**src/design/bmmd_pkg.sv**
```systemverilog
// ----------------------------------------------------------------------------
// bmmd_pkg
// Shared sizes, target codes, region codes and the decode record of the
// banked memory map decoder.
// ----------------------------------------------------------------------------
package bmmd_pkg;

    // Storage sizes.
    localparam int WRAM_BANK_BYTES = 4096;
    localparam int WRAM_BANKS      = 8;
    localparam int VRAM_BANK_BYTES = 8192;
    localparam int SPRITE_BYTES    = 160;
    localparam int HRAM_BYTES      = 127;

    // Derived widths.
    localparam int WRAM_SW_BANKS = WRAM_BANKS - 1;
    localparam int WRAM_OFF_W    = $clog2(WRAM_BANK_BYTES);
    localparam int WRAM_BANK_W   = $clog2(WRAM_BANKS);
    localparam int WRAM_AW       = WRAM_BANK_W + WRAM_OFF_W;
    localparam int VRAM_OFF_W    = $clog2(VRAM_BANK_BYTES);
    localparam int VRAM_AW       = VRAM_OFF_W + 1;
    localparam int SPRITE_AW     = $clog2(SPRITE_BYTES);
    localparam int HRAM_AW       = $clog2(HRAM_BYTES);

    // Fixed register addresses.
    localparam logic [15:0] ADDR_IRQ_FLAGS = 16'hFF0F;
    localparam logic [15:0] ADDR_SPEED     = 16'hFF4D;
    localparam logic [15:0] ADDR_BANK_SEL  = 16'hFF70;
    localparam logic [15:0] ADDR_IRQ_EN    = 16'hFFFF;

    // Target codes seen by the bus.
    localparam logic [3:0] TGT_INTERNAL = 4'd0;
    localparam logic [3:0] TGT_CART     = 4'd1;
    localparam logic [3:0] TGT_JOYPAD   = 4'd2;
    localparam logic [3:0] TGT_SERIAL   = 4'd3;
    localparam logic [3:0] TGT_DIVIDER  = 4'd4;
    localparam logic [3:0] TGT_TIMER    = 4'd5;
    localparam logic [3:0] TGT_SOUND    = 4'd6;
    localparam logic [3:0] TGT_DISPLAY  = 4'd7;
    localparam logic [3:0] TGT_UNMAPPED = 4'd8;

    // Internal storage regions.
    localparam logic [3:0] RGN_NONE     = 4'd0;
    localparam logic [3:0] RGN_VRAM     = 4'd1;
    localparam logic [3:0] RGN_WRAM     = 4'd2;
    localparam logic [3:0] RGN_SPRITE   = 4'd3;
    localparam logic [3:0] RGN_HRAM     = 4'd4;
    localparam logic [3:0] RGN_IRQ_FLAG = 4'd5;
    localparam logic [3:0] RGN_IRQ_EN   = 4'd6;
    localparam logic [3:0] RGN_SPEED    = 4'd7;
    localparam logic [3:0] RGN_BANK_SEL = 4'd8;

    typedef logic [3:0] t_target;
    typedef logic [3:0] t_region;

    // One decoded access.
    typedef struct packed {
        t_target                target;
        t_region                region;
        logic [WRAM_AW-1:0]     wram_idx;
        logic [VRAM_AW-1:0]     vram_idx;
        logic [SPRITE_AW-1:0]   sprite_idx;
        logic [HRAM_AW-1:0]     hram_idx;
    } t_decode;

endpackage

```
**src/design/bmmd_decode.sv**
```systemverilog
// ----------------------------------------------------------------------------
// bmmd_decode
// Address decoder: maps a bus address to a target code, an internal region
// and the entry index inside that region's store.
// ----------------------------------------------------------------------------
module bmmd_decode
    import bmmd_pkg::*;
(
    input  logic [15:0] i_address,
    input  logic        i_vram_bank,
    input  logic [2:0]  i_bank_sel,
    output t_decode     o_dec
);

    // Bank for one bank-select value: zero selects bank one, and banks past
    // the built ones fold back onto banks one and up. Only evaluated on
    // constants while the table below is built.
    function automatic logic [3:0] fold_bank(input int sel);
        int b;
        b = (sel == 0) ? 1 : sel;
        if (b >= WRAM_BANKS) begin
            b = 1 + ((b - 1) % WRAM_SW_BANKS);
        end
        return 4'(b);
    endfunction

    localparam logic [3:0] BANK_FOLD [0:7] = '{
        fold_bank(0), fold_bank(1), fold_bank(2), fold_bank(3),
        fold_bank(4), fold_bank(5), fold_bank(6), fold_bank(7)
    };

    logic [3:0] bank_num;

    // Switchable bank from the folding table.
    always_comb begin
        bank_num = BANK_FOLD[i_bank_sel];
        // The lower window of work RAM and its mirror always use bank zero.
        if (!i_address[12]) begin
            bank_num = 4'd0;
        end
    end

    // Entry indexes and map decode.
    always_comb begin
        // Each region keeps only the low address bits it needs.
        o_dec.wram_idx   = {bank_num[WRAM_BANK_W-1:0], i_address[WRAM_OFF_W-1:0]};
        o_dec.vram_idx   = {i_vram_bank, i_address[VRAM_OFF_W-1:0]};
        o_dec.sprite_idx = i_address[SPRITE_AW-1:0];
        o_dec.hram_idx   = i_address[HRAM_AW-1:0];

        o_dec.target = TGT_INTERNAL;
        o_dec.region = RGN_NONE;
        case (i_address) inside
            [16'h0000:16'h7FFF], [16'hA000:16'hBFFF]: begin
                o_dec.target = TGT_CART;
            end
            [16'h8000:16'h9FFF]: begin
                o_dec.region = RGN_VRAM;
            end
            [16'hC000:16'hFDFF]: begin
                o_dec.region = RGN_WRAM;
            end
            [16'hFE00:16'hFE9F]: begin
                o_dec.region = RGN_SPRITE;
            end
            ADDR_IRQ_FLAGS: begin
                o_dec.region = RGN_IRQ_FLAG;
            end
            ADDR_SPEED: begin
                o_dec.region = RGN_SPEED;
            end
            ADDR_BANK_SEL: begin
                o_dec.region = RGN_BANK_SEL;
            end
            [16'hFF80:16'hFFFE]: begin
                o_dec.region = RGN_HRAM;
            end
            ADDR_IRQ_EN: begin
                o_dec.region = RGN_IRQ_EN;
            end
            16'hFF00: begin
                o_dec.target = TGT_JOYPAD;
            end
            16'hFF01, 16'hFF02: begin
                o_dec.target = TGT_SERIAL;
            end
            16'hFF04: begin
                o_dec.target = TGT_DIVIDER;
            end
            [16'hFF05:16'hFF07]: begin
                o_dec.target = TGT_TIMER;
            end
            [16'hFF10:16'hFF14], [16'hFF16:16'hFF1E], [16'hFF20:16'hFF26],
            [16'hFF30:16'hFF3F]: begin
                o_dec.target = TGT_SOUND;
            end
            [16'hFF40:16'hFF4B], 16'hFF4F, [16'hFF51:16'hFF55],
            [16'hFF68:16'hFF6B]: begin
                o_dec.target = TGT_DISPLAY;
            end
            default: begin
                // Unusable area and unlisted I/O addresses.
                o_dec.target = TGT_UNMAPPED;
            end
        endcase
    end

endmodule

```
**config.mk**
```make
export PLATFORM = sky130hd
export DESIGN_NAME = bmmd_decode
export DESIGN_NICKNAME = d
export VERILOG_FILES = /design/src/design/bmmd_pkg.sv /design/src/design/bmmd_decode.sv
export SDC_FILE = /design/constraint.sdc
export NUM_CORES = 1
export LEC_CHECK = 0
export ABC_AREA = 1
export ABC_CLOCK_PERIOD_IN_PS = 2600
export BUFFER_PORTS_ARGS = -buffer_cell sky130_fd_sc_hd__clkbuf_2
export CAP_MARGIN = 20
export CORE_ASPECT_RATIO = 0.9
export CORE_MARGIN = 2
export CORE_UTILIZATION = 30
export DETAILED_ROUTE_END_ITERATION = 10
export PLACE_DENSITY = 0.6
export REMOVE_ABC_BUFFERS = 1
export SLEW_MARGIN = 25
export SYNTH_ARGS = -nofsm -noshare
export SYNTH_HDL_FRONTEND = slang
export SYNTH_SLANG_ARGS = --single-unit
export TNS_END_PERCENT = 10
```
**constraint.sdc**
```tcl
create_clock -name vclk -period 2.6
set_input_delay 0.26 -clock vclk [all_inputs]
set_output_delay 0.26 -clock vclk [all_outputs]
set_load 0.01 [all_outputs]
```
; Word level (Yosys, flattened, before mapping)
; Memory sizes are Yosys's and may differ from the RTL's.
; Index checks and enable logic that the tools add are counted.
[totals]
ff_bits = 0
memories = 1
elab_cells = 85
romBits = 32
output_inout_bits = 52
inputBits = 20
[op_classes]
mux = 27
bitwise = 1
magnitude_cmp = 29
n_reduce_logical = 18
eq_ne = 9
[memory_table]
columns = name, depth, word_bits, read_ports, rd_clocked_by_memory_dff, write_ports, line
row1 = (no name shown), 8, 4, 1, 0, 0, bmmd_decode.sv:36  ; bank_num = BANK_FOLD[i_bank_sel];
[op_table]
columns = cell, n
row1 = $ge A16 B16 Y1 const B, 13
row2 = $le A16 B16 Y1 const B, 13
row3 = $eq A16 B16 Y1 const B, 9
row4 = $mux W4, 23
row5 = $ge A16 B1 Y1 const B, 1
row6 = $le A16 B15 Y1 const B, 1
row7 = $logic_and A1 B1 Y1, 14
row8 = $mux W3, 4
row9 = $reduce_or A4 Y1, 2
row10 = $ge A4 B4 Y1 const B, 1
row11 = $not A3 Y4, 1
row12 = $reduce_or A2 Y1, 2

; Logic depth before layout (Yosys ltp)
; Gate-level depths: netlist of the first run.
[depth]
ltp_word = 18
mapped_depth = 13
depth_no_buf = 12

; Worst setup path before layout of the first run
; Ideal clock, no wire load.
[synth_path]
path_kind = in2out
start = input port i_address[4]
end = output port o_dec[45] (netlist bit)
n_path_buf = 1
setup_slack_ns = 1.064
t_required_ns = 2.340
path_stages = 7
t_arrival_ns = 1.276
path_cell_list = buf_4 -> nor2_4 -> nand3_1 -> inv_1 -> nand4_1 -> or2_2 -> a31oi_1
[synth_rtl]
columns = element, line
row1 = "start, declared", bmmd_decode.sv:9  ; input logic [15:0] i_address,
row2 = "end, declared", bmmd_decode.sv:12  ; output t_decode o_dec

==> flow_summary.json, run 1 <==
{
  "cp-startpoint": "i_address[1]",
  "yosysUniqueCellTypes": 28,
  "power_w": 0.000167,
  "hold_violations": 0,
  "totalWireLength_um": 3740,
  "crit_fanout": 11,
  "tightest_slew_ns": 0.338,
  "syn_area_per_cell_um2": 5.28,
  "cts_resized": 0,
  "yosysSeqAreaShare": 0,
  "syn_area_um2": 1300,
  "setup_violations": 0,
  "place_congestion": 0.988,
  "setup.worst_path.class": "in2out",
  "fmax_mhz": 515,
  "row_count": 22,
  "min_path_type": "in2out",
  "post_cts_buffers": 0,
  "final_cell_count_no_fill": 320,
  "antenna_found_initial": 0,
  "drive_gt1_frac": 0.320,
  "start_util": 0.316,
  "ys_warn_count": 0,
  "rsz0062_at_grt": "false",
  "p_leak_nw": 0.841,
  "cp_data_arrival_time_ns": 1.68,
  "fillCellCount": 485,
  "fin_ws_ns": 0.659,
  "gr-total-overflow": 0,
  "die_width_um": 73.5,
  "synthCells": 247,
  "grt_max_degree": 16,
  "ir_drop_uv": 53.0,
  "critPathLaunchType": "primary input",
  "die_h_um": 66.5,
  "diodes": 0,
  "drt-pass1-iter-count": 4,
  "final_core_utilization": 0.332,
  "cp_data_required_time_ns": 2.34,
  "ios": 72,
  "vias": 1589,
  "seqCellArea_um2": 0,
  "worstHoldStart": "i_vram_bank",
  "fin_crit_ns": 1.94,
  "hpwl_um": 3160,
  "n_sequential_cell": 0,
  "cap_violations": 0,
  "end_kind": "primary output",
  "viasPerCell": 4.97,
  "slew_violations": 0,
  "cp-endpoint": "o_dec[49]",
  "relSlewSlack": 0.772,
  "p_per_area_nw_per_um2": 122,
  "grt_pass1_vias": 1358,
  "port_buffers": 70,
  "cts-hold-fix-buffers": 0,
  "drtIter0Drc": 112,
  "grt_pass1_wl_um": 5980,
  "dp_cells": 320,
  "status": "complete, no violations",
  "wl_per_cell_um": 11.7,
  "dieArea_um2": 4890,
  "syn_to_final_growth_pct": 4.99,
  "drtAntennaViolNets": 0,
  "track_usage": 0.151,
  "dp_worst_setup_slack_ns": 0.676,
  "nClkBuffers": 0,
  "coreArea_um2": 4130,
  "setup_tns_ns": 0,
  "drc": 0,
  "nNetsFinal": 294,
  "worstHoldPathCells": 0,
  "post-route-period-util": 0.747
}
-- how the worst min path moves through the flow --
stage	endpoint	slack [ns]
floorplan	o_dec[0]	0.52
global placement	o_dec[28]	0.52
detailed placement	o_dec[28]	0.52
CTS	o_dec[28]	0.52
global route	o_dec[28]	0.52
finish	o_dec[28]	0.52
-- area by class of cell --
cell class / count / area (um2) / area share
Inverter: 29 / 110 / 0.0804
Multi-Input combinational cell: 173 / 848 / 0.620
Tap cell: 48 / 60.1 / 0.0439
Timing Repair Buffer: 70 / 350 / 0.256
-- cell usage after synthesis, drive strengths merged --
cell	number	area, um2
a21oi	6	30.0
a31oi	1	6.26
buf	44	332
clkbuf	1	13.8
clkinv	1	5.00
inv	28	105
nand2	68	270
nand3	24	120
nand3b	1	7.51
nand4	8	50.1
nor2	42	208
nor3	7	40.0
nor4	1	21.3
o211ai	1	7.51
o21a	2	15.0
o21ai	7	35.0
o21bai	2	15.0
o311ai	1	8.76
o31ai	1	7.51
or2	1	6.26
-- stage by stage --
step | hold WS (ns) | cell area [um2]
floorplan | 0.520 | 958
global placement | 0.520 | 1370
detailed placement | 0.520 | 1370
CTS | 0.520 | 1370
global route | 0.520 | 1370
finish | 0.520 | 1370
-- cells in the final DEF, fill, tap and decap left out --
cell,synthesis,layout
nor3_2,1,1
clkbuf_2,0,70
o21a_1,2,2
or2_2,1,1
nor2_2,2,2
inv_2,3,3
o21ai_0,5,5
nand3_1,24,24
nand4_1,8,8
nand2_4,2,2
o311ai_0,1,1
nor3_1,6,6
clkinv_2,1,1
nor2_1,34,34
a21oi_1,6,6
a31oi_1,1,1
nor4_4,1,1
o21ai_1,2,2
inv_1,25,25
o21bai_1,2,2
nand2_1,66,66
nand3b_1,1,1
o31ai_1,1,1
nor2_4,6,6
o211ai_1,1,1
-- kinds of logic (layout without fill, tap and decap cells) --
| group | after synthesis | after routing | synth area share |
|---|---|---|---|
| buffers and inverters | 74 | 99 | 0.349 |
| and+or+nand+nor | 152 | 152 | 0.555 |
| AOI/OAI and AO/OA | 21 | 21 | 0.0960 |
-- power by group --
part           total, W  switching (W)  internal, W
Sequential            0              0            0
Clock                 0              0            0
Combinational  0.000167       0.000114    0.0000536
Total          0.000167       0.000114    0.0000536
-- metal layers --
metal  GRT usage  routed length [um]
met1       0.215                1690
met2       0.263                1680
met3     0.00151                 355
met4      0.0114                  15
met5           0                   0
-- worst max-delay path: stages --
cell and delay, ns:
clkbuf_2 0.18, nor2_1 0.29, nand2_1 0.18, nor2_1 0.12
nor2_1 0.06, nand2_1 0.07, inv_1 0.05, nor3_2 0.22
nand3_1 0.11, clkbuf_2 0.14
Power figures use the tool's default switching activity.
==> run 2, diff against run 1 <==
ABC_CLOCK_PERIOD_IN_PS = 2000   (was 2600)
clock period = 2 ns   (was 2.6 ns; I/O delays follow)
==> run 2 against run 1 <==
Against the previous run: global-route usage grew 0.22 points; highest routed layer unchanged; critical path depth shrank 1; largest cell class unchanged; sequential share of layout area is the same; count of clock-buffer cells in the layout is the same; critical endpoint is now o_dec[46]; hold slack lost 0.12 ns; wire length shrank 1.1%; worst setup slack lost 0.51 ns; via count shrank 1.6%.
==> flow_summary.json, run 2 (synthesis gave the netlist of run 1 again) <==
{
  "status": "complete, no violations",
  "setup_violations": 0,
  "grt_max_degree": 16,
  "setup.worst_path.class": "in2out",
  "ios": 72,
  "nNetsFinal": 298,
  "cap_violations": 0,
  "final_common_cell": "clkbuf_2",
  "place_congestion": 0.933,
  "p_per_area_nw_per_um2": 158,
  "n_sequential_cell": 0,
  "slew_violations": 0,
  "coreArea_um2": 4130,
  "fmax_mhz": 542,
  "post_cts_buffers": 0,
  "drive_gt1_frac": 0.330,
  "crit_fanout": 10,
  "fillCellCount": 456,
  "final_cell_mix": "70 x clkbuf_2, 66 x nand2_1, 34 x nor2_1",
  "die_width_um": 73.5,
  "drtAntennaViolNets": 0,
  "hold_violations": 0,
  "start_util": 0.316,
  "end_kind": "primary output",
  "fin_crit_ns": 1.85,
  "rsz0062_at_grt": "false",
  "dp_cells": 324,
  "gr-total-overflow": 0,
  "worstHoldPathCells": 0,
  "port_buffers": 70,
  "drt-pass1-iter-count": 5,
  "diodes": 0,
  "vias": 1563,
  "wl_per_cell_um": 11.4,
  "setup_tns_ns": 0,
  "viasPerCell": 4.82,
  "row_count": 22,
  "track_usage": 0.153,
  "dieArea_um2": 4890,
  "seqCellArea_um2": 0,
  "tightest_slew_ns": 0.325,
  "grt_pass1_wl_um": 6080,
  "cp_data_arrival_time_ns": 1.65,
  "worstHoldStart": "i_vram_bank",
  "totalWireLength_um": 3700,
  "drc": 0,
  "critPathLaunchType": "primary input",
  "cp_data_required_time_ns": 1.80,
  "relSlewSlack": 0.781,
  "grt_pass1_vias": 1380,
  "antenna_found_initial": 0,
  "drtIter0Drc": 110,
  "hpwl_um": 3130,
  "min_path_type": "in2out",
  "die_h_um": 66.5,
  "p_leak_nw": 0.860,
  "syn_to_final_growth_pct": 7.29,
  "final_cell_count_no_fill": 324,
  "post-route-period-util": 0.923,
  "ir_drop_uv": 63.0,
  "min_to": "o_dec[28]",
  "nClkBuffers": 0
}
## run 2: worst max-delay path by stage
| stage | start | endpoint | slack [ns] |
|---|---|---|---|
| after floorplan | i_address[14] | o_dec[51] | 0.61 |
| after global placement | i_address[4] | o_dec[45] | 0.18 |
| after detailed placement | i_address[7] | o_dec[46] | 0.18 |
| after CTS | i_address[7] | o_dec[46] | 0.16 |
| after global routing | i_address[1] | o_dec[48] | 0.02 |
| final | i_address[7] | o_dec[46] | 0.15 |
## run 2: stage by stage
stage | util | total power (W) | setup WS (ns) | area (um2) | hold slack [ns]
2_1_floorplan | - | 0.0000775 | 0.611 | 958 | 0.400
3_3_place_gp | 0.339 | 0.000223 | 0.175 | 1400 | 0.400
3_5_place_dp | 0.339 | 0.000221 | 0.177 | 1400 | 0.400
4_1_cts | 0.339 | 0.000222 | 0.164 | 1400 | 0.400
5_1_grt | 0.339 | 0.000246 | 0.0192 | 1400 | 0.400
6_report | 0.339 | 0.000222 | 0.153 | 1400 | 0.400
## run 2: area by class of cell
| cell class | instances | area (um2) | share of cell area |
|---|---|---|---|
| well taps | 48 | 60.1 | 0.0429 |
| multi-input cells | 173 | 848 | 0.606 |
| inverters | 29 | 110 | 0.0787 |
| repair buffers | 74 | 380 | 0.272 |
## run 2: repair_timing
| item | CTS | global route |
|---|---|---|
| hold buffers | 0 | 0 |
| gates resized for setup | 0 | 1 |
| setup endpoints to repair | 0 | 1 |
## run 2: power by group
group | switching, W | internal, W | leakage (nW)
combinational | 0.000147 | 0.0000747 | 0.860
sequential | 0 | 0 | 0
clock | 0 | 0 | 0
## run 2: routing by layer
| layer | part of all wire | wire length, um | global-route usage | vias to the layer above |
|---|---|---|---|---|
| li1 | - | - | - | 814 |
| met1 | 0.45 | 1670 | 0.208 | 651 |
| met2 | 0.44 | 1640 | 0.254 | 96 |
| met3 | 0.10 | 378 | 0.0182 | 2 |
| met4 | 0.0032 | 12 | 0.0386 | 0 |
| met5 | 0 | 0 | 0 | - |
## run 2: critical path, cell delays in order
cell      delay, ns
clkbuf_2       0.19
inv_2          0.17
nand3_1        0.12
inv_1          0.16
nand4_1        0.17
or2_2          0.33
nand2_1        0.06
nand3b_1       0.10
clkbuf_2       0.14
